[src/rtl/fair_share_cap_allocator_core_defines.svh]
// Assertion macros used by the allocator core.
`ifndef FAIR_SHARE_CAP_ALLOCATOR_CORE_DEFINES_SVH
`define FAIR_SHARE_CAP_ALLOCATOR_CORE_DEFINES_SVH

// Check that cons holds in the same cycle as ante.
`define FSCA_ASSERT_SAME(lbl, ante, cons) \
    lbl: assert property (@(posedge aclk) disable iff (!aresetn) (ante) |-> (cons)) \
        else $error("fsca check failed");

// Check that cons holds in the cycle after ante.
`define FSCA_ASSERT_NEXT(lbl, ante, cons) \
    lbl: assert property (@(posedge aclk) disable iff (!aresetn) (ante) |=> (cons)) \
        else $error("fsca check failed");

`endif

[src/rtl/fsca_pkg.sv]
`default_nettype none
package fsca_pkg;
    localparam int HEAP_DEPTH  = 1024;
    localparam int AMOUNT_BITS = 20;
    localparam int COUNT_BITS  = $clog2(HEAP_DEPTH + 1);
    localparam int BUDGET_BITS = 32;
    localparam int QSTEP_BITS  = $clog2(BUDGET_BITS);

    typedef logic [AMOUNT_BITS-1:0] amount_t;
    typedef logic [COUNT_BITS-1:0]  count_t;
    typedef logic [BUDGET_BITS-1:0] budget_t;

    typedef struct packed {
        logic    insert;
        logic    pop;
        amount_t amount;
    } cell_ctrl_t;
endpackage
`default_nettype wire

[src/rtl/fsca_cell.sv]
`default_nettype none
module fsca_cell (
    input  wire                  aclk,
    input  fsca_pkg::cell_ctrl_t ctrl,
    input  wire                  occupied,
    input  fsca_pkg::amount_t    left_val,
    input  wire                  left_gt,
    input  fsca_pkg::amount_t    right_val,
    output fsca_pkg::amount_t    val,
    output logic                 gt
);
    import fsca_pkg::*;

    amount_t val_reg;
    amount_t val_next;

    assign val = val_reg;
    assign gt  = occupied && (val_reg > ctrl.amount);

    always_comb begin
        val_next = val_reg;
        if (ctrl.insert) begin
            if (left_gt) begin
                val_next = left_val;
            end else if (gt || !occupied) begin
                val_next = ctrl.amount;
            end
        end else if (ctrl.pop) begin
            val_next = right_val;
        end
    end

    always_ff @(posedge aclk) begin
        val_reg <= val_next;
    end
endmodule
`default_nettype wire

[config.mk]
export PLATFORM = sky130hd
export DESIGN_NAME = fsca_cell
export DESIGN_NICKNAME = d
export VERILOG_FILES = /design/src/rtl/fair_share_cap_allocator_core_defines.svh /design/src/rtl/fsca_pkg.sv /design/src/rtl/fsca_cell.sv
export SDC_FILE = /design/constraint.sdc
export NUM_CORES = 1
export LEC_CHECK = 0
export ABC_AREA = 1
export BUFFER_PORTS_ARGS = -buffer_cell sky130_fd_sc_hd__buf_2
export CAP_MARGIN = 10
export CELL_PAD_IN_SITES_DETAIL_PLACEMENT = 0
export CELL_PAD_IN_SITES_GLOBAL_PLACEMENT = 1
export CORE_MARGIN = 1.5
export CORE_UTILIZATION = 33
export DETAILED_ROUTE_END_ITERATION = 8
export PLACE_DENSITY_LB_ADDON = 0.25
export SYNTH_ARGS = -nofsm -noshare
export SYNTH_HDL_FRONTEND = slang
export SYNTH_SLANG_ARGS = --single-unit
[constraint.sdc]
create_clock -name aclk -period 7.2 [get_ports aclk]
set_input_delay 1.44 -clock aclk [delete_from_list [all_inputs] [get_ports aclk]]
set_output_delay 1.44 -clock aclk [all_outputs]
set_load 0.02 [all_outputs]
After elaboration in Yosys (flattened, before gate mapping)
Cells that the tools add are included.
{"block": "op_classes", "eq_ne": 1, "n_reduce_logical": 5, "n_mux": 4, "magnitude_cmp": 1}
{"cell": "$mux 20", "count": 4}
{"cell": "$gt 20x20->1", "count": 1}
{"cell": "$ne 3x1->1 const B", "count": 1}
{"cell": "$reduce_and 2->1", "count": 1}
{"cell": "$reduce_bool 2->1", "count": 1}
{"cell": "$logic_and 1x1->1", "count": 1}
{"cell": "$logic_not 1->1", "count": 1}
{"cell": "$logic_or 1x1->1", "count": 1}
{"block": "totals", "output_inout_bits": 21, "ff_bits": 20}

Logic depth before layout (Yosys ltp)
Gate-level depths: netlist (run 1).
{"block": "depth", "depth_word": 6, "depth_mapped": 12}

Worst setup path before layout (run 1)
No wires, ideal clock.
{"block": "synth_path", "path_type": "input -> output", "from": "input ctrl[19] in the netlist's numbering", "to": "output gt", "required_ps": 5760, "path_stages": 10, "path_slack_ps": 3193, "t_arrival_ps": 2567, "path_cell_list": "inv_1 > ha_1 > nand2_2 > nor2_4 > nand2_2 > nor2_2 > nand2_1 > nand3_2 > nand2_2 > nor2_1"}
{"block": "synth_between", "elab_chain_len": 2}
{"element": "start, declared", "line_no": "fsca_cell.sv:4", "source": "input fsca_pkg::cell_ctrl_t ctrl,"}
{"element": "$gt 20x20->1", "line_no": "fsca_cell.sv:18", "source": "assign gt = occupied && (val_reg > ctrl.amount);"}
{"element": "$logic_and 1x1->1", "line_no": "fsca_cell.sv:18"}
{"element": "end, declared", "line_no": "fsca_cell.sv:10", "source": "output logic gt"}
Every way passes these cells.

Final worst setup path (run 1)
{"block": "layout_path", "from": "input ctrl[11] in the netlist's numbering", "to": "output gt"}
The elaborated chain is that of the path after synthesis.

==> summary.txt, run 1 <==
Pwr
  – Seq pwr share: around 44%
  – Switching Share: between 30% and 40%
  – Clk network pwr share: 22.1%
  – Total power: between 300 and 400 uW
  – Int Power: between 200 and 250 uW
  – Switching Power: between 100 and 150 uW
  – Worst-case vdd ir drop: ~0.000095 V
  – Leakage dissipation: roughly 0.0011 uW
  – Pwr dens: about 160 nW/um2
  – Combinational Power Share: approximately 34%

Drt
  – Vias: between 1.5k and 2k
  – Post-Route WL: between 4000 and 5000 um
  – Post-route ant nets: 0
  – DRC errors left: 0
  – Initial drt markers: 48
  – Pre-antenna DRT Iters: 4
  – WL/cell: roughly 12 um
  – DR vias/cell: 4.70

Clock tree
  – Clk buf depth: 2
  – Clk Tree Root Cell: clkbuf_8
  – # H-tree levels: 1
  – CTS sink cnt: 20
  – Cts bufs inserted: 3
  – Clk_lat worst skew: 260 ps
  – Hold_buf cts: 0
  – Post-CTS sizing: 0
  – CTS clk-pin slew, worst paths: roughly 80 ps
  – Post-CTS Setup Repair Bufs: 0
  – TritonCTS clock tree: yes

Synthesis
  – Commonest cells in the netlist: nand2_1, inv_1, nor2_1
  – Synth Flop Type: edfxtp_1
  – Post-synthesis register bit count: 20
  – Top cell type by total area after synthesis: edfxtp_1
  – Yosys warnings: 0
  – Post-Synthesis Cell Area: approximately 1600 um2
  – Post-synth top area share: about 38%
  – Post-synthesis cell count: between 200 and 250
  – EDFF count, synth: 20
  – Count leader, synth: nand2_1
  – Post-Syn Nets: ~300
  – Area contributors post-synth: edfxtp_1, ha_1, nand2_1, inv_1, o21ai_0
  – Yosys cell types: 18
  – Syn avg cell area: between 7 and 8 um2
  – Register area share after synthesis: 37.6%
  – Post-synth ARST share: 0%

Timing
  – Final WS setup: 3060 ps
  – Worst-margin pin slew: 740 ps
  – Final hold violation count: 0
  – Max_slew headroom: a little over 50%
  – Worst Skew: 3.96 ps
  – Slew Limit Fails: 0
  – Minimum clock period: 4140 ps
  – RSZ-0062 raised after global routing: false
  – Fin Hold WS: 1050 ps
  – Final Setup Violations: 0
  – Setup TNS: 0 ps
  – Final worst-path cycle share: between 50% and 60%
  – FMAX: between 200 and 250 MHz

Global routing
  – Antenna violations before repair: 0
  – Grt total ovfl: 0
  – Vias in the first global route: 1528
  – First-pass GRT wire length: 6780 um
  – Largest net degree at the start of global routing: 23
  – Total GRT Usage: 16.3%

Final layout
  – Final Cell Area: 2110 um2
  – Largest register FFs: 20
  – Area growth from synthesis to layout: 32.0%
  – Filler cell count: ~510
  – Final nets: 379
  – Antenna cell count: 0
  – Share of layout cells above drive strength 1: 33.9%

Place
  – Pre-CTS WS: between 3000 and 4000 ps
  – Final GP Congestion: approximately 0.70
  – Post-DP HPWL: approximately 3100 um
  – PortBufs: 85
  – Post-DP Area: about 2100 um2

Setup path
  – Crit end category: output pin
  – Worst EP required: ~5800 ps
  – Setup CP Type: input pin to output pin
  – Reg2Reg Setup Slack: roughly 4800 ps
  – CP Launch Type: input pin
  – Arr. time, crit path: around 2700 ps
  – CP max FO: 2

Floorplan
  – Core Area: 4690 um2
  – Die height: just over 70 um
  – Die extent in x: about 73 um
  – Row count: 25
  – IO Count: 86
  – Die ar.: about 5300 um2
  – Initial core utilization: between 30 and 40%

Hold path
  – Hold crit path type: flip-flop to flip-flop

Run status
  – Status: complete, no violations

Run
  – Max_cap viols: 0
[critical path, stage by stage]
cell     delay [ps]
buf_2            90
inv_1            40
ha_1            280
nand2_1          70
nor2_1          130
nand2_1         100
nor2_2          110
nand2_1          80
nand3_2          70
nand2_2          60
nor2_1           70
buf_2           160
[cell usage in the layout, fill, tap and decap left out]
master,n
a21o_1,1
a21oi_1,7
a21oi_2,1
buf_2,85
buf_4,1
clkbuf_8,3
edfxtp_1,20
ha_1,20
inv_1,33
nand2_1,45
nand2_2,4
nand3_2,1
nand4_1,1
nor2_1,25
nor2_2,2
nor2_4,1
nor3_1,1
o21ai_0,20
o21ai_1,20
o21ai_2,1
[logic make-up after synthesis]
| logic type | Yosys count | share of synthesized area (%) |
|---|---|---|
| AO/OA/AOI/OAI | 50 | 16.3 |
| adder cells (fa/ha/maj) | 20 | 15.7 |
| buffers and inverters | 41 | 9.63 |
| flip-flops | 20 | 37.6 |
| AND/OR/NAND/NOR | 80 | 20.8 |
[power groups by stage]
stage / registers [uW] / logic (uW) / clock network, uW
finish: 151 / 115 / 75.5
floorplan: 169 / 56.9 / 0
global placement: 153 / 117 / 0
detailed placement: 154 / 117 / 0
global route: 153 / 132 / 82.4
CTS: 151 / 117 / 79.2
[area by class of cell]
type	count	area [um2]	area share, %
Clock buffer	3	41.3	1.96
Inverter	33	124	5.87
Multi-Input combinational cell	150	843	40.0
Sequential cell	20	601	28.5
Tap cell	54	67.6	3.20
Timing Repair Buffer	86	433	20.5
[per-stage QoR]
| stage | cells | util, % |
|---|---|---|
| floorplan | 211 | - |
| global placement | 343 | 44.1 |
| detailed placement | 343 | 44.1 |
| CTS | 346 | 45.0 |
| global route | 346 | 45.0 |
| finish | 346 | 45.0 |
[path summary, 6_finish.rpt]
| kind | startpoint | end | depth (start not counted) |
|---|---|---|---|
| setup / recovery | ctrl[11] | gt | 12 |
| hold / removal | val[1] | val[16] | 4 |
| setup reg to reg | val[11] | val[5] | 10 |
| hold reg to reg | val[1] | val[16] | 4 |
[per-layer routing]
layer  wire (um)  GRT usage, %
met5           0             0
met4          33          3.14
met2        1910          27.2
met1        1930          22.4
met3         227          2.76
No activity file was read; power rests on OpenSTA's default activity.
==> run 2, diff against run 1 <==
--- a/config.mk
+++ b/config.mk
@@ -11,7 +11,7 @@
 export CELL_PAD_IN_SITES_DETAIL_PLACEMENT = 0
 export CELL_PAD_IN_SITES_GLOBAL_PLACEMENT = 1
 export CORE_MARGIN = 1.5
-export CORE_UTILIZATION = 33
+export CORE_UTILIZATION = 31
 export DETAILED_ROUTE_END_ITERATION = 8
 export PLACE_DENSITY_LB_ADDON = 0.25
 export SYNTH_ARGS = -nofsm -noshare
==> constraint.sdc (replaced) <==
create_clock -name aclk -period 3.9 [get_ports aclk]
set_input_delay 0.78 -clock aclk [delete_from_list [all_inputs] [get_ports aclk]]
set_output_delay 0.78 -clock aclk [all_outputs]
set_load 0.02 [all_outputs]
==> summary.txt, run 2 (synthesis results as in run 1) <==
Global routing
  – Vias in the first global route: 1548
  – Total GRT Usage: approximately 17%
  – Grt total ovfl: 0
  – Antenna violations before repair: 0
  – First-pass GRT wire length: slightly above 7000 um
  – Largest net degree at the start of global routing: 23

Place
  – Pre-CTS WS: 1060 ps
  – Cell Count Post-Placement: around 360
  – PortBufs: 85
  – Post-DP HPWL: 3370 um
  – Final GP Congestion: between 0.7 and 0.8
  – Post-DP Area: around 2100 um2

Final layout
  – Most common cell after layout, fill and taps aside: buf_2
  – Most frequent cells in the layout: buf_2, nand2_1, inv_1
  – Area growth from synthesis to layout: 34.0%
  – Share of layout cells above drive strength 1: around a third
  – Finished Layout Cells: 361
  – Filler cell count: around 520
  – Final Cell Area: about 2100 um2
  – Largest register FFs: 20
  – Final nets: between 300 and 400
  – Antenna cell count: 0

Drt
  – Post-Route WL: between 4000 and 5000 um
  – DR vias/cell: about 4.4
  – Post-route ant nets: 0
  – Vias: 1596
  – Initial drt markers: 76
  – Pre-antenna DRT Iters: 4
  – DRC errors left: 0
  – WL/cell: 12.1 um

Floorplan
  – Die ar.: between 5000 and 6000 um2
  – Die height: ~75 um
  – Row count: 25
  – Die extent in x: 74.8 um
  – IO Count: between 80 and 90
  – Initial core utilization: roughly a third
  – Core Area: 4850 um2

Setup path
  – Worst path slowest cell: ha_1
  – Crit end category: output pin
  – Worst EP required: 3120 ps
  – Setup CP Type: input pin to output pin
  – CP max FO: 2
  – CP cell instances: buf_2 -> inv_1 -> ha_1 -> nand2_1 -> nor2_2 -> nand2_2 -> nor2_2 -> nand2_1 -> nand3_2 -> nand2_2 -> nor2_1 -> buf_2
  – CP Launch Type: input pin
  – CP bufs+invs: 3
  – Slowest Stage Delay on Critical Path: roughly 290 ps
  – Largest delay share family, worst path: simple AND/OR/NAND/NOR gates
  – Arr. time, crit path: ~2000 ps

Timing
  – FMAX: around 360 MHz
  – Final worst-path cycle share: between 70% and 80%
  – Slew Limit Fails: 0
  – Setup TNS: 0 ps
  – RSZ-0062 raised after global routing: false
  – Minimum clock period: ~2800 ps
  – Worst Skew: 3.01 ps
  – Final hold violation count: 0
  – Final Setup Violations: 0
  – Max_slew headroom: a little over half
  – Final WS setup: 1090 ps
  – Worst-margin pin slew: between 700 and 800 ps

Pwr
  – Leakage dissipation: between 0.001 and 0.0015 uW
  – Total power: approximately 640 uW
  – Pwr dens: about 300 nW/um2
  – Worst-case vdd ir drop: 0.000136 V

Clock tree
  – Hold_buf cts: 0
  – CTS sink cnt: 20
  – Clk_lat worst skew: roughly 260 ps
  – # H-tree levels: 1
  – TritonCTS clock tree: yes
  – Post-CTS sizing: 0
  – Clk buf depth: 2
  – Clk Tree Root Cell: clkbuf_8
  – Post-CTS Setup Repair Bufs: 0
  – CTS clk-pin slew, worst paths: ~80 ps
  – Cts bufs inserted: 3

Run
  – Max_cap viols: 0

Run status
  – Status: complete, no violations

Hold path
  – Hold crit path type: input pin to flip-flop
==> run 2: cell types whose count changed in the layout (fill, tap and decap cells not counted) <==
cell,before,now
buf_4,1,3
==> run 2: where the power goes <==
part	internal, uW	total (uW)	leakage (uW)	switching [uW]
registers	266	278	0.000204	12.5
clock network	69.1	145	0.0000216	75.9
logic	87.3	217	0.000930	130
==> run 2: per-layer routing <==
layer  part of all wire [%]  GRT usage, %  up-vias
met1                     48          23.0      698
li1                       -             -      854
met4                    1.2          6.06        0
met3                    3.8          1.87        4
met2                     47          26.9       40
met5                      0             0        -
==> run 2: worst paths after layout <==
kind / start / end / slack (ps) / depth (start not counted)
hold reg to reg: val[1] / val[19] / 1040 / 4
setup reg to reg: val[19] / val[11] / 1630 / 10
hold / removal: right_val[1] / val[1] / 790 / 3
setup / recovery: ctrl[15] / gt / 1090 / 12
==> run 2: stage by stage <==
stage / util, % / hold slack [ps]
after detailed placement: 43.3 / 1030
after global placement: 43.3 / 1030
after CTS: 44.2 / 790
final: 44.2 / 795
after global routing: 44.2 / 813
after floorplan: - / 978
==> run 2: area by class of cell <==
cell class / count / area [um2] / share of cell area, %
multi-input cells: 150 / 843 / 39.4
inverters: 33 / 124 / 5.79
well taps: 67 / 83.8 / 3.92
repair buffers: 88 / 448 / 20.9
clock buffers: 3 / 41.3 / 1.93
flip-flops and latches: 20 / 601 / 28.1
==> run 2: tightest hold or removal path: cells and delay by family <==
kind,cells,cell delay (ps)
AO/OA/AOI/OAI,1,60
buffers and inverters,1,70
AND/OR/NAND/NOR,1,40
