--- src/rtl/fair_share_cap_allocator_core_defines.svh ---
// Assertion macros used by the allocator core.
`ifndef FAIR_SHARE_CAP_ALLOCATOR_CORE_DEFINES_SVH
`define FAIR_SHARE_CAP_ALLOCATOR_CORE_DEFINES_SVH

// Check that cons holds in the same cycle as ante.
`define FSCA_ASSERT_SAME(lbl, ante, cons) \
    lbl: assert property (@(posedge aclk) disable iff (!aresetn) (ante) |-> (cons)) \
        else $error("fsca check failed");

// Check that cons holds in the cycle after ante.
`define FSCA_ASSERT_NEXT(lbl, ante, cons) \
    lbl: assert property (@(posedge aclk) disable iff (!aresetn) (ante) |=> (cons)) \
        else $error("fsca check failed");

`endif

--- src/rtl/fsca_pkg.sv ---
`default_nettype none
package fsca_pkg;
    localparam int HEAP_DEPTH  = 1024;
    localparam int AMOUNT_BITS = 20;
    localparam int COUNT_BITS  = $clog2(HEAP_DEPTH + 1);
    localparam int BUDGET_BITS = 32;
    localparam int QSTEP_BITS  = $clog2(BUDGET_BITS);

    typedef logic [AMOUNT_BITS-1:0] amount_t;
    typedef logic [COUNT_BITS-1:0]  count_t;
    typedef logic [BUDGET_BITS-1:0] budget_t;

    typedef struct packed {
        logic    insert;
        logic    pop;
        amount_t amount;
    } cell_ctrl_t;
endpackage
`default_nettype wire

--- src/rtl/fsca_div.sv ---
`default_nettype none
module fsca_div (
    input  wire                aclk,
    input  wire                aresetn,
    input  wire                start,
    input  fsca_pkg::budget_t  dividend,
    input  fsca_pkg::count_t   divisor,
    output logic               done,
    output fsca_pkg::amount_t  quotient
);
    import fsca_pkg::*;

    logic                  busy_reg, busy_next;
    logic                  done_reg, done_next;
    logic [QSTEP_BITS-1:0] step_reg, step_next;
    count_t                rem_reg, rem_next;
    budget_t               quo_reg, quo_next;
    count_t                div_reg, div_next;
    logic [COUNT_BITS:0]   trial;

    assign done     = done_reg;
    assign quotient = quo_reg[AMOUNT_BITS-1:0];
    assign trial    = {rem_reg, quo_reg[BUDGET_BITS-1]} - {1'b0, div_reg};

    always_comb begin
        busy_next = busy_reg;
        done_next = 1'b0;
        step_next = step_reg;
        rem_next  = rem_reg;
        quo_next  = quo_reg;
        div_next  = div_reg;
        if (start) begin
            busy_next = 1'b1;
            step_next = '0;
            rem_next  = '0;
            quo_next  = dividend;
            div_next  = divisor;
        end else if (busy_reg) begin
            if (trial[COUNT_BITS]) begin
                rem_next = {rem_reg[COUNT_BITS-2:0], quo_reg[BUDGET_BITS-1]};
                quo_next = {quo_reg[BUDGET_BITS-2:0], 1'b0};
            end else begin
                rem_next = trial[COUNT_BITS-1:0];
                quo_next = {quo_reg[BUDGET_BITS-2:0], 1'b1};
            end
            step_next = step_reg + 1'b1;
            if (step_reg == QSTEP_BITS'(BUDGET_BITS - 1)) begin
                busy_next = 1'b0;
                done_next = 1'b1;
            end
        end
    end

    always_ff @(posedge aclk) begin
        if (!aresetn) begin
            busy_reg <= 1'b0;
            done_reg <= 1'b0;
        end else begin
            busy_reg <= busy_next;
            done_reg <= done_next;
        end
        step_reg <= step_next;
        rem_reg  <= rem_next;
        quo_reg  <= quo_next;
        div_reg  <= div_next;
    end
endmodule
`default_nettype wire

--- config.mk ---
export PLATFORM = sky130hd
export DESIGN_NAME = fsca_div
export DESIGN_NICKNAME = d
export VERILOG_FILES = /design/src/rtl/fair_share_cap_allocator_core_defines.svh /design/src/rtl/fsca_pkg.sv /design/src/rtl/fsca_div.sv
export SDC_FILE = /design/constraint.sdc
export NUM_CORES = 1
export LEC_CHECK = 0
export ABC_AREA = 1
export BUFFER_PORTS_ARGS = -buffer_cell sky130_fd_sc_hd__buf_2
export CAP_MARGIN = 20
export CORE_MARGIN = 4
export CORE_UTILIZATION = 40
export DETAILED_ROUTE_END_ITERATION = 8
export HOLD_SLACK_MARGIN = 0.08
export PLACE_DENSITY = 0.66
export SYNTH_ARGS = -nofsm -noshare
export SYNTH_HDL_FRONTEND = slang
export SYNTH_SLANG_ARGS = --single-unit
--- constraint.sdc ---
create_clock -name aclk -period 2.6 [get_ports aclk]
set_clock_uncertainty 0.05 [all_clocks]
set_input_delay 0.39 -clock aclk [delete_from_list [all_inputs] [get_ports aclk]]
set_output_delay 0.39 -clock aclk [all_outputs]
set_load 0.1 [all_outputs]
Yosys cells after proc, flatten, opt, wreduce, memory -nomap -nowiden
Cells that the tools add are included.

Add/sub/neg operators: 2. $mul: 0. Divide/modulo/power cells: 0. Order comparisons: 0. Equal/unequal tests: 1. Shifts and indexed selects: 0. Muxes and demuxes: 8. Bitwise operators: 2. Reductions and logical operators: 2.

Operator list (number): $mux 32 (2); $sub 12x11->12 (1); $mux 11 (1); $add 5x1->5 const B (1); $eq 5x5->1 const B (1); $mux 1 (5); $reduce_or 3->1 (1); $not 1->1 (2); $reduce_bool 2->1 (1).

Flip-flop bits (word level): 61. Latch bits: 0. RAM bits: 0. ROM bits: 0. Input port bits: 46. Output and inout bits: 21. Word-level logic and storage cells: 21. Memories: 0.

Depth between registers and ports, before layout
Gate-level depths: netlist of run 1.

Depth after elaboration: 4. Depth in mapped cells: 14. Gate-level depth less buffers: 14.

Least setup slack after synthesis of run 1
OpenSTA, ideal clock, no wires.

Path type: input to register. Start point: in start. End point: reg quo_reg[0] (enable). Setup time: 0.387 ns. Data arrival time: 1.377 ns. Data required time: 2.163 ns. Slack: 0.786 ns. Cell stages on the path: 3. Buffers on the path: 1. Cell sequence: clkbuf_1 > nor2_1 > inv_1.

Longest elaborated chain between the ends: 1.

RTL lines: start, declared (RTL line fsca_div.sv:5) `input wire start,`; $reduce_bool 2->1 (no source line); end signal, assigned (RTL line fsca_div.sv:64) `quo_reg <= quo_next;`; end, declared (RTL line fsca_div.sv:17) `budget_t quo_reg, quo_next;`.

No other way between the ends. A chain may end at the register's enable or synchronous reset.

Worst setup path after layout of run 1
Start point: reg div_reg[2]. End point: reg rem_reg[5].

Longest elaborated chain between the ends: 2.

RTL lines: start, declared (RTL line fsca_div.sv:18) `count_t div_reg, div_next;`; start signal, assigned (RTL line fsca_div.sv:65) `div_reg <= div_next;`; $sub 12x11->12 (RTL line fsca_div.sv:23) `assign trial = {rem_reg, quo_reg[BUDGET_BITS-1]} - {1'b0, div_reg};`; $mux 11 (RTL line fsca_div.sv:39) `if (trial[COUNT_BITS]) begin`; end signal, assigned (RTL line fsca_div.sv:63) `rem_reg <= rem_next;`; end, declared (RTL line fsca_div.sv:16) `count_t rem_reg, rem_next;`.

No other way between the ends.

==> results of run 1 <==
worst max-delay path by stage:
stage                  end  cells past startpoint  slack [ps]       start
2_1_floorplan   quo_reg[0]                      3         790       start
3_3_place_gp   rem_reg[10]                     11         540  div_reg[2]
3_5_place_dp   rem_reg[10]                     11         480  div_reg[2]
4_1_cts         rem_reg[5]                     11         450  div_reg[2]
5_1_grt         rem_reg[5]                     13         290  div_reg[5]
6_report        rem_reg[5]                     11         450  div_reg[2]
critical path, delay by kind of cell (launching register included):
kind,cells,cell delay [ps]
simple gates,9,1310
fa+ha+maj,1,350
flops,1,330
buf+inv,1,40
synthesized netlist by cell type, types with 7 or more instances:
| cell type | count | area (um^2) |
|---|---|---|
| nand2_2 | 14 | 87.6 |
| nand3b_1 | 10 | 75.1 |
| inv_1 | 40 | 150 |
| dfxtp_1 | 18 | 360 |
| a21oi_1 | 7 | 35.0 |
| ha_1 | 13 | 163 |
| buf_4 | 23 | 173 |
| clkbuf_1 | 8 | 30.0 |
| nor2_1 | 13 | 48.8 |
| nand2_1 | 172 | 646 |
| edfxtp_1 | 43 | 1290 |
| inv_2 | 7 | 26.3 |
| nand3_1 | 16 | 80.1 |
cell families after synthesis:
family,share of synthesized area
adder cells (fa/ha/maj),0.0535
buffers and inverters,0.114
AND/OR/NAND/NOR,0.311
AO/OA/AOI/OAI,0.0246
XOR/XNOR,0.0128
flip-flops,0.484
where the power goes:
group,total [mW],leakage [nW],internal (mW),switching [mW]
logic,0.510,1.34,0.114,0.396
registers,1.16,0.582,1.13,0.0321
clock network,0.713,0.0848,0.366,0.346
layout make-up:
cell class | instances | area, um^2
Sequential cell | 61 | 1650
Clock inverter | 3 | 13.8
Clock buffer | 13 | 149
Multi-Input combinational cell | 273 | 1370
Fill cell | 843 | 4400
Inverter | 47 | 176
Timing Repair Buffer | 70 | 360
Tap cell | 105 | 131
metrics by stage:
step                std cells  instance area, um^2
detailed placement        556                 3690
floorplan                 413                 3410
finish                    572                 3850
global placement          556                 3690
CTS                       572                 3850
global route              572                 3850
routing by layer:
layer  GRT usage  up-vias  part of all wire
met3      0.0570       14             0.060
li1            -     1382                 -
met4      0.0591        0             0.019
met1       0.191     1168              0.48
met5           0        -                 0
met2       0.220       69              0.44
==> results.py, run 1 <==
metrics = {
    "die": {
        "core_region_area_um2": 8260,
        "num_rows": 33,
        "io_pins": 67,
        "start_util": 0.413,
        "dieArea_um2": 10100,
        "die_x_um": 100,
        "dieHeight_um": 100,
    },
    "layout": {
        "area_growth_pct": 12.9,
        "utilization": 0.467,
        "final_cell_mix": "nand2_1 (172), buf_2 (66), edfxtp_1 (43)",
        "drive_gt1_frac": 0.242,
        "final_common_cell": "nand2_1",
        "n_antenna_cell": 0,
        "largest_reg_flops": 32,
        "nNetsFinal": 522,
    },
    "routing": {
        "avgRoutedWirePerCell_um": 11.9,
        "viasPerCell": 4.60,
        "drc": 0,
        "dr.pass1.iters": 4,
        "drt_iter0_drc": 136,
        "vias": 2633,
        "ant_nets": 0,
        "routed_wl_mm": 6.80,
    },
    "clock_tree": {
        "cts-htree-levels": 3,
        "cts_tree": "built",
        "numClockSinks": 61,
        "root_buffer": "clkbuf_8",
        "clock_latency_ps": 340,
        "clock_path_buffers": 2,
        "clk_pin_slew_ps": 60,
        "ctsHoldBuffers": 0,
        "cts_buffers": 9,
        "postCtsSetupRepairBufs": 0,
        "post_cts_resized": 0,
    },
    "synthesis": {
        "synthArstFlopShare": 0,
        "synth-seq-area-share": 0.484,
        "synth_ff_type": "edfxtp_1",
        "synth_edf_count": 43,
        "ys_ff_latch": 61,
        "synthDistinctLibCells": 29,
        "synth_nets": 473,
        "avgSynthCellArea_um2": 8.26,
        "syn_inst": 413,
        "yosys_warnings": 0,
        "syn_area_um2": 3410,
    },
    "sta": {
        "setup_viol": 0,
        "holdWs_ps": 177,
        "clock.fmax_mhz": 464,
        "grt_setup_unrepaired": "no",
        "finalMaxSlewViolations": 0,
        "hold_viol": 0,
        "relSlewSlack": 0.385,
        "fin_crit_sh": 0.828,
        "worst_slack_ps": 447,
        "fin_crit_ps": 2150,
        "tightest_slew_ps": 919,
        "fin_tns_setup_ps": 0,
    },
    "worst_setup_path": {
        "end_kind": "flip-flop",
        "critPathMostFrequentCell": "nand2_2",
        "r2r_cells": 11,
        "cp-start-kind": "flip-flop",
        "cp.arrival_ps": 2380,
        "worstPathCellList": "inv_1, ha_1, or2_1, and2_4, nand2_4, nand3_2, nand2_2, nand2_2, nand2_2, nand3_2, nand2_2",
        "r2r_slack_ps": 450,
        "r2r_end": "rem_reg[5]",
        "crit_required_ps": 2830,
        "cpMaxStageDelayCell": "ha_1",
        "critPathKind": "flip-flop to flip-flop",
        "critPathMaxStageDelay_ps": 350,
        "cp_max_fo": 13,
        "reg2reg_from": "div_reg[2]",
    },
    "global_route": {
        "grt_pass1_wl_mm": 11.6,
        "first_global_vias": 2607,
        "grt-ovfl-total": 0,
        "grt_max_degree": 45,
        "grt_usage": 0.147,
        "antenna_found_initial": 0,
    },
    "min_path": {
        "min_path_type": "input port to flip-flop",
        "whs_endpoint": "div_reg[5]",
        "min_from": "divisor[5]",
        "min_path_cells": 1,
    },
    "power": {
        "irDropWorstVdd_mv": 0.352,
        "powerDensity_nw_per_um2": 618,
        "power.total_mw": 2.38,
        "p_leak_nw": 2.01,
    },
    "placement": {
        "gp_congestion": 0.890,
        "numPortBuffers": 66,
        "post-place-ws_ps": 484,
        "hpwlAfterDp_mm": 5.01,
    },
    "run_status": {
        "status": "finished clean",
    },
    "job": {
        "drv_cap": 0,
    },
}
Power figures use the tool's default switching activity.
==> inputs of run 2 (changes only) <==
==> constraint.sdc (replaced) <==
create_clock -name aclk -period 2.1 [get_ports aclk]
set_clock_uncertainty 0.05 [all_clocks]
set_input_delay 0.315 -clock aclk [delete_from_list [all_inputs] [get_ports aclk]]
set_output_delay 0.315 -clock aclk [all_outputs]
set_load 0.1 [all_outputs]
==> run 2 against run 1 <==
Compared with the run above:
- routed wire length is 6.7% higher
- setup slack lost 320 ps
- critical path depth unchanged
- count of clock-buffer cells in the layout stayed put
- final area is 2.3% higher
- critical path type unchanged
- highest routed layer unchanged
- clock power is 51% higher
- fmax increased by 9.3%
- first-iteration DRC count is 40% higher
- register-to-register slack worse by 320 ps
- global-route usage rose by 0.51 points
==> results.py, run 2 (synthesis gave the netlist of run 1 again) <==
metrics = {
    "worst_setup_path": {
        "cp_max_fo": 7,
        "cp-start-kind": "flip-flop",
        "r2r_end": "quo_reg[0]",
        "reg2reg_from": "div_reg[4]",
        "worstSetupEndpoint": "quo_reg[0]",
        "crit_start": "div_reg[4]",
        "critPathKind": "flip-flop to flip-flop",
        "end_kind": "flip-flop",
        "cp.arrival_ps": 1990,
        "r2r_slack_ps": 130,
        "r2r_cells": 11,
        "crit_required_ps": 2120,
    },
    "sta": {
        "finalMaxSlewViolations": 0,
        "worst_slack_ps": 131,
        "setup_viol": 0,
        "relSlewSlack": 0.648,
        "fin_crit_ps": 1970,
        "holdWs_ps": 111,
        "clock.fmax_mhz": 508,
        "tightest_slew_ps": 527,
        "fin_crit_sh": 0.938,
        "fin_tns_setup_ps": 0,
        "hold_viol": 0,
    },
    "routing": {
        "viasPerCell": 4.65,
        "ant_nets": 0,
        "dr.pass1.iters": 4,
        "routed_wl_mm": 7.25,
        "vias": 2676,
        "drc": 0,
        "avgRoutedWirePerCell_um": 12.6,
        "drt_iter0_drc": 190,
    },
    "die": {
        "start_util": 0.413,
        "dieArea_um2": 10100,
        "core_region_area_um2": 8260,
        "num_rows": 33,
        "dieHeight_um": 100,
        "die_x_um": 100,
        "io_pins": 67,
    },
    "clock_tree": {
        "cts_buffers": 9,
        "cts-htree-levels": 3,
        "clock_path_buffers": 2,
        "post_cts_resized": 0,
        "root_buffer": "clkbuf_8",
        "ctsHoldBuffers": 0,
        "clock_latency_ps": 330,
        "postCtsSetupRepairBufs": 0,
        "numClockSinks": 61,
        "clk_pin_slew_ps": 70,
        "cts_tree": "built",
    },
    "power": {
        "power.total_mw": 3.16,
        "powerDensity_nw_per_um2": 802,
        "irDropWorstVdd_mv": 0.444,
        "p_leak_nw": 2.05,
    },
    "global_route": {
        "grt_usage": 0.152,
        "grt-ovfl-total": 0,
        "grt_pass1_wl_mm": 12.2,
        "grt_max_degree": 33,
        "antenna_found_initial": 0,
        "first_global_vias": 2719,
    },
    "run_status": {
        "status": "finished clean",
    },
    "placement": {
        "numPortBuffers": 66,
        "post-place-ws_ps": 71.9,
        "gp_congestion": 0.956,
        "hpwlAfterDp_mm": 5.25,
    },
    "layout": {
        "fillers": 809,
        "final_common_cell": "nand2_1",
        "area_growth_pct": 15.5,
        "final_cell_mix": "nand2_1 (172), buf_2 (66), edfxtp_1 (43)",
        "n_antenna_cell": 0,
        "drive_gt1_frac": 0.255,
        "nNetsFinal": 526,
        "largest_reg_flops": 32,
    },
    "min_path": {
        "min_path_type": "input port to flip-flop",
    },
    "job": {
        "drv_cap": 0,
    },
}
run 2: cell types whose count changed in the layout (fill, tap and decap cells not counted), sizes merged:
cell,change
clkinv,-2
buf,+4
bufinv,+1
clkinvlp,+1
run 2: layer usage:
| metal | vias up | share of wire | wire length (um) | global-route usage |
|---|---|---|---|---|
| li1 | 1395 | - | - | - |
| met4 | 0 | 0.016 | 119 | 0.0591 |
| met5 | - | 0 | 0 | 0 |
| met3 | 13 | 0.057 | 416 | 0.0479 |
| met2 | 80 | 0.47 | 3420 | 0.243 |
| met1 | 1188 | 0.45 | 3300 | 0.192 |
run 2: critical path, cell delays in order (launching register included):
cell	delay, ps
edfxtp_1	350
inv_1	70
ha_1	280
nand2_1	90
nand2_1	80
nand2_1	80
nand2_1	80
nand2_1	130
nand3_2	110
nand2_4	130
buf_4	170
a31oi_1	90
run 2: worst min-delay path by stage:
stage | start | end | slack [ps] | depth (start not counted)
after floorplan | divisor[0] | div_reg[0] | 360 | 0
after global placement | rem_reg[4] | rem_reg[4] | 420 | 2
after detailed placement | rem_reg[3] | rem_reg[3] | 420 | 2
after CTS | divisor[9] | div_reg[9] | 90 | 1
after global routing | divisor[7] | div_reg[7] | 90 | 1
final | divisor[9] | div_reg[9] | 110 | 1
run 2: per-stage QoR:
step,utilization,instance area (um^2),instances
finish,0.477,3940,576
global route,0.477,3940,576
global placement,0.451,3720,560
detailed placement,0.451,3720,560
floorplan,-,3410,413
CTS,0.476,3930,576
run 2: power breakdown:
| part | switching [mW] | internal [mW] |
|---|---|---|
| clock network | 0.441 | 0.644 |
| registers | 0.0407 | 1.40 |
| logic | 0.494 | 0.146 |
run 2: layout make-up:
| class | count | area (um^2) | share of cell area |
|---|---|---|---|
| clock inverter | 3 | 42.5 | 0.0108 |
| timing repair buffer | 74 | 390 | 0.0990 |
| sequential | 61 | 1650 | 0.419 |
| inverter | 47 | 176 | 0.0447 |
| multi-input combinational | 273 | 1380 | 0.350 |
| clock buffer | 13 | 169 | 0.0428 |
| tap | 105 | 131 | 0.0333 |
==> inputs of run 3 (changes only) <==
--- a/config.mk
+++ b/config.mk
@@ -12,7 +12,7 @@
 export CORE_UTILIZATION = 40
 export DETAILED_ROUTE_END_ITERATION = 8
 export HOLD_SLACK_MARGIN = 0.08
-export PLACE_DENSITY = 0.66
+export PLACE_DENSITY = 0.57
 export SYNTH_ARGS = -nofsm -noshare
 export SYNTH_HDL_FRONTEND = slang
 export SYNTH_SLANG_ARGS = --single-unit
==> run 3 against run 2 <==
Compared with the run above:
- clock power shrank 18%
- core utilization grew 0.32 points
- routed wire length shrank 1.7%
- via count grew 2.4%
- sequential power is essentially flat
- fmax grew 2.9%
- sequential share of layout area shrank 0.28 points
- critical path type unchanged
- largest cell class unchanged
- highest routed layer unchanged
==> results.py, run 3 (synthesis gave the netlist of run 1 again) <==
metrics = {
    "power": {
        "switching_share": 0.326,
        "irDropWorstVdd_mv": 0.434,
        "pwr-share-comb": 0.217,
        "power.total_mw": 2.97,
        "powerDensity_nw_per_um2": 749,
        "clkPwrFrac": 0.300,
        "p_seq_frac": 0.483,
        "internal-power_mw": 2.00,
        "power_switching_mw": 0.968,
        "p_leak_nw": 2.06,
    },
    "clock_tree": {
        "clock_latency_ps": 330,
        "clk_pin_slew_ps": 70,
        "numClockSinks": 61,
        "root_buffer": "clkbuf_8",
        "cts-htree-levels": 3,
        "clock_path_buffers": 2,
        "cts_tree": "built",
        "cts_buffers": 9,
    },
    "worst_setup_path": {
        "critPathMaxStageDelay_ps": 360,
        "critPathKind": "flip-flop to flip-flop",
        "cp-start-kind": "flip-flop",
        "cp_num_cells": 10,
        "cpMaxStageDelayCell": "edfxtp_1",
        "critPathMostFrequentCell": "nand2_1",
        "worstSetupEndpoint": "quo_reg[0]",
        "r2r_slack_ps": 190,
        "r2r_end": "quo_reg[0]",
        "crit_required_ps": 2210,
        "timing.critical_path.buf_inv": 3,
        "r2r_cells": 10,
        "cp.arrival_ps": 2020,
        "critPathTopFamily": "simple AND/OR/NAND/NOR gates",
        "crit_start": "div_reg[5]",
        "end_kind": "flip-flop",
        "reg2reg_from": "div_reg[5]",
        "cp_max_fo": 6,
        "worstPathCellList": "inv_1, ha_1, nand2_1, inv_2, nand2_1, nand2_1, nand2_1, nand4_2, buf_4, a31oi_1",
    },
    "sta": {
        "fin_tns_setup_ps": 0,
        "worst_slack_ps": 186,
        "hold_viol": 0,
        "clock.fmax_mhz": 522,
        "holdWs_ps": 110,
        "tightest_slew_ps": 545,
        "fin_crit_sh": 0.911,
        "setup_viol": 0,
        "relSlewSlack": 0.636,
        "fin_crit_ps": 1910,
        "grt_setup_unrepaired": "no",
        "finalMaxSlewViolations": 0,
    },
    "routing": {
        "dr.pass1.iters": 4,
        "routed_wl_mm": 7.13,
        "viasPerCell": 4.69,
        "ant_nets": 0,
        "drt_iter0_drc": 93,
        "drc": 0,
        "vias": 2739,
        "avgRoutedWirePerCell_um": 12.2,
    },
    "layout": {
        "final_common_cell": "nand2_1",
        "drive_gt1_frac": 0.263,
        "n_antenna_cell": 0,
        "area_growth_pct": 16.3,
        "instances_no_fill": 584,
        "utilization": 0.481,
        "largest_reg_flops": 32,
        "nNetsFinal": 534,
        "design_area_um2": 3970,
        "final_cell_mix": "nand2_1 (172), buf_2 (66), edfxtp_1 (43)",
    },
    "placement": {
        "numPortBuffers": 66,
        "post-place-ws_ps": 45.8,
        "hpwlAfterDp_mm": 5.29,
        "placed_cell_area_um2": 3740,
        "post-place-cells": 562,
        "gp_congestion": 0.857,
    },
    "run_status": {
        "status": "finished clean",
    },
    "global_route": {
        "grt_max_degree": 34,
        "grt-ovfl-total": 0,
        "grt_pass1_wl_mm": 12.0,
        "antenna_found_initial": 0,
        "grt_usage": 0.149,
        "first_global_vias": 2669,
    },
    "min_path": {
        "min_path_type": "input port to flip-flop",
    },
    "die": {
        "start_util": 0.413,
        "core_region_area_um2": 8260,
        "num_rows": 33,
        "io_pins": 67,
        "dieArea_um2": 10100,
        "dieHeight_um": 100,
        "die_x_um": 100,
    },
    "job": {
        "drv_cap": 0,
    },
}
-- run 3: routing by layer --
layer,up-vias,GRT usage,wire (um)
met5,-,0,0
met4,0,0.0508,96
met3,9,0.0528,427
met2,69,0.245,3370
met1,1253,0.182,3240
li1,1408,-,-
-- run 3: area by class of cell --
cell class,count,area (um^2)
sequential,61,1650
clock inverter,4,25.0
clock buffer,12,145
timing repair buffer,82,455
tap,105,131
multi-input combinational,273,1380
inverter,47,176
fill,854,4290
-- run 3: worst min-delay path by stage --
stage | from | to | slack (ps) | depth (start not counted)
finish | divisor[0] | div_reg[0] | 110 | 1
global route | divisor[8] | div_reg[8] | 80 | 1
global placement | rem_reg[3] | rem_reg[3] | 410 | 2
detailed placement | rem_reg[3] | rem_reg[3] | 410 | 2
CTS | divisor[0] | div_reg[0] | 80 | 1
floorplan | divisor[0] | div_reg[0] | 360 | 0
-- run 3: power by group through the flow --
stage	clock network, mW	registers (mW)	logic, mW
2_1_floorplan	0	1.45	0.555
3_3_place_gp	0	1.46	0.643
3_5_place_dp	0	1.46	0.643
4_1_cts	0.927	1.44	0.645
5_1_grt	0.984	1.44	0.701
6_report	0.891	1.43	0.645
-- run 3: repair_timing --
item | 4_1_cts | 5_1_grt
buffers inserted | 0 | 4
resized for setup | 0 | 3
endpoints found under the hold margin | 0 | 2
hold buffers | 0 | 2
endpoints found under the setup margin | 0 | 11
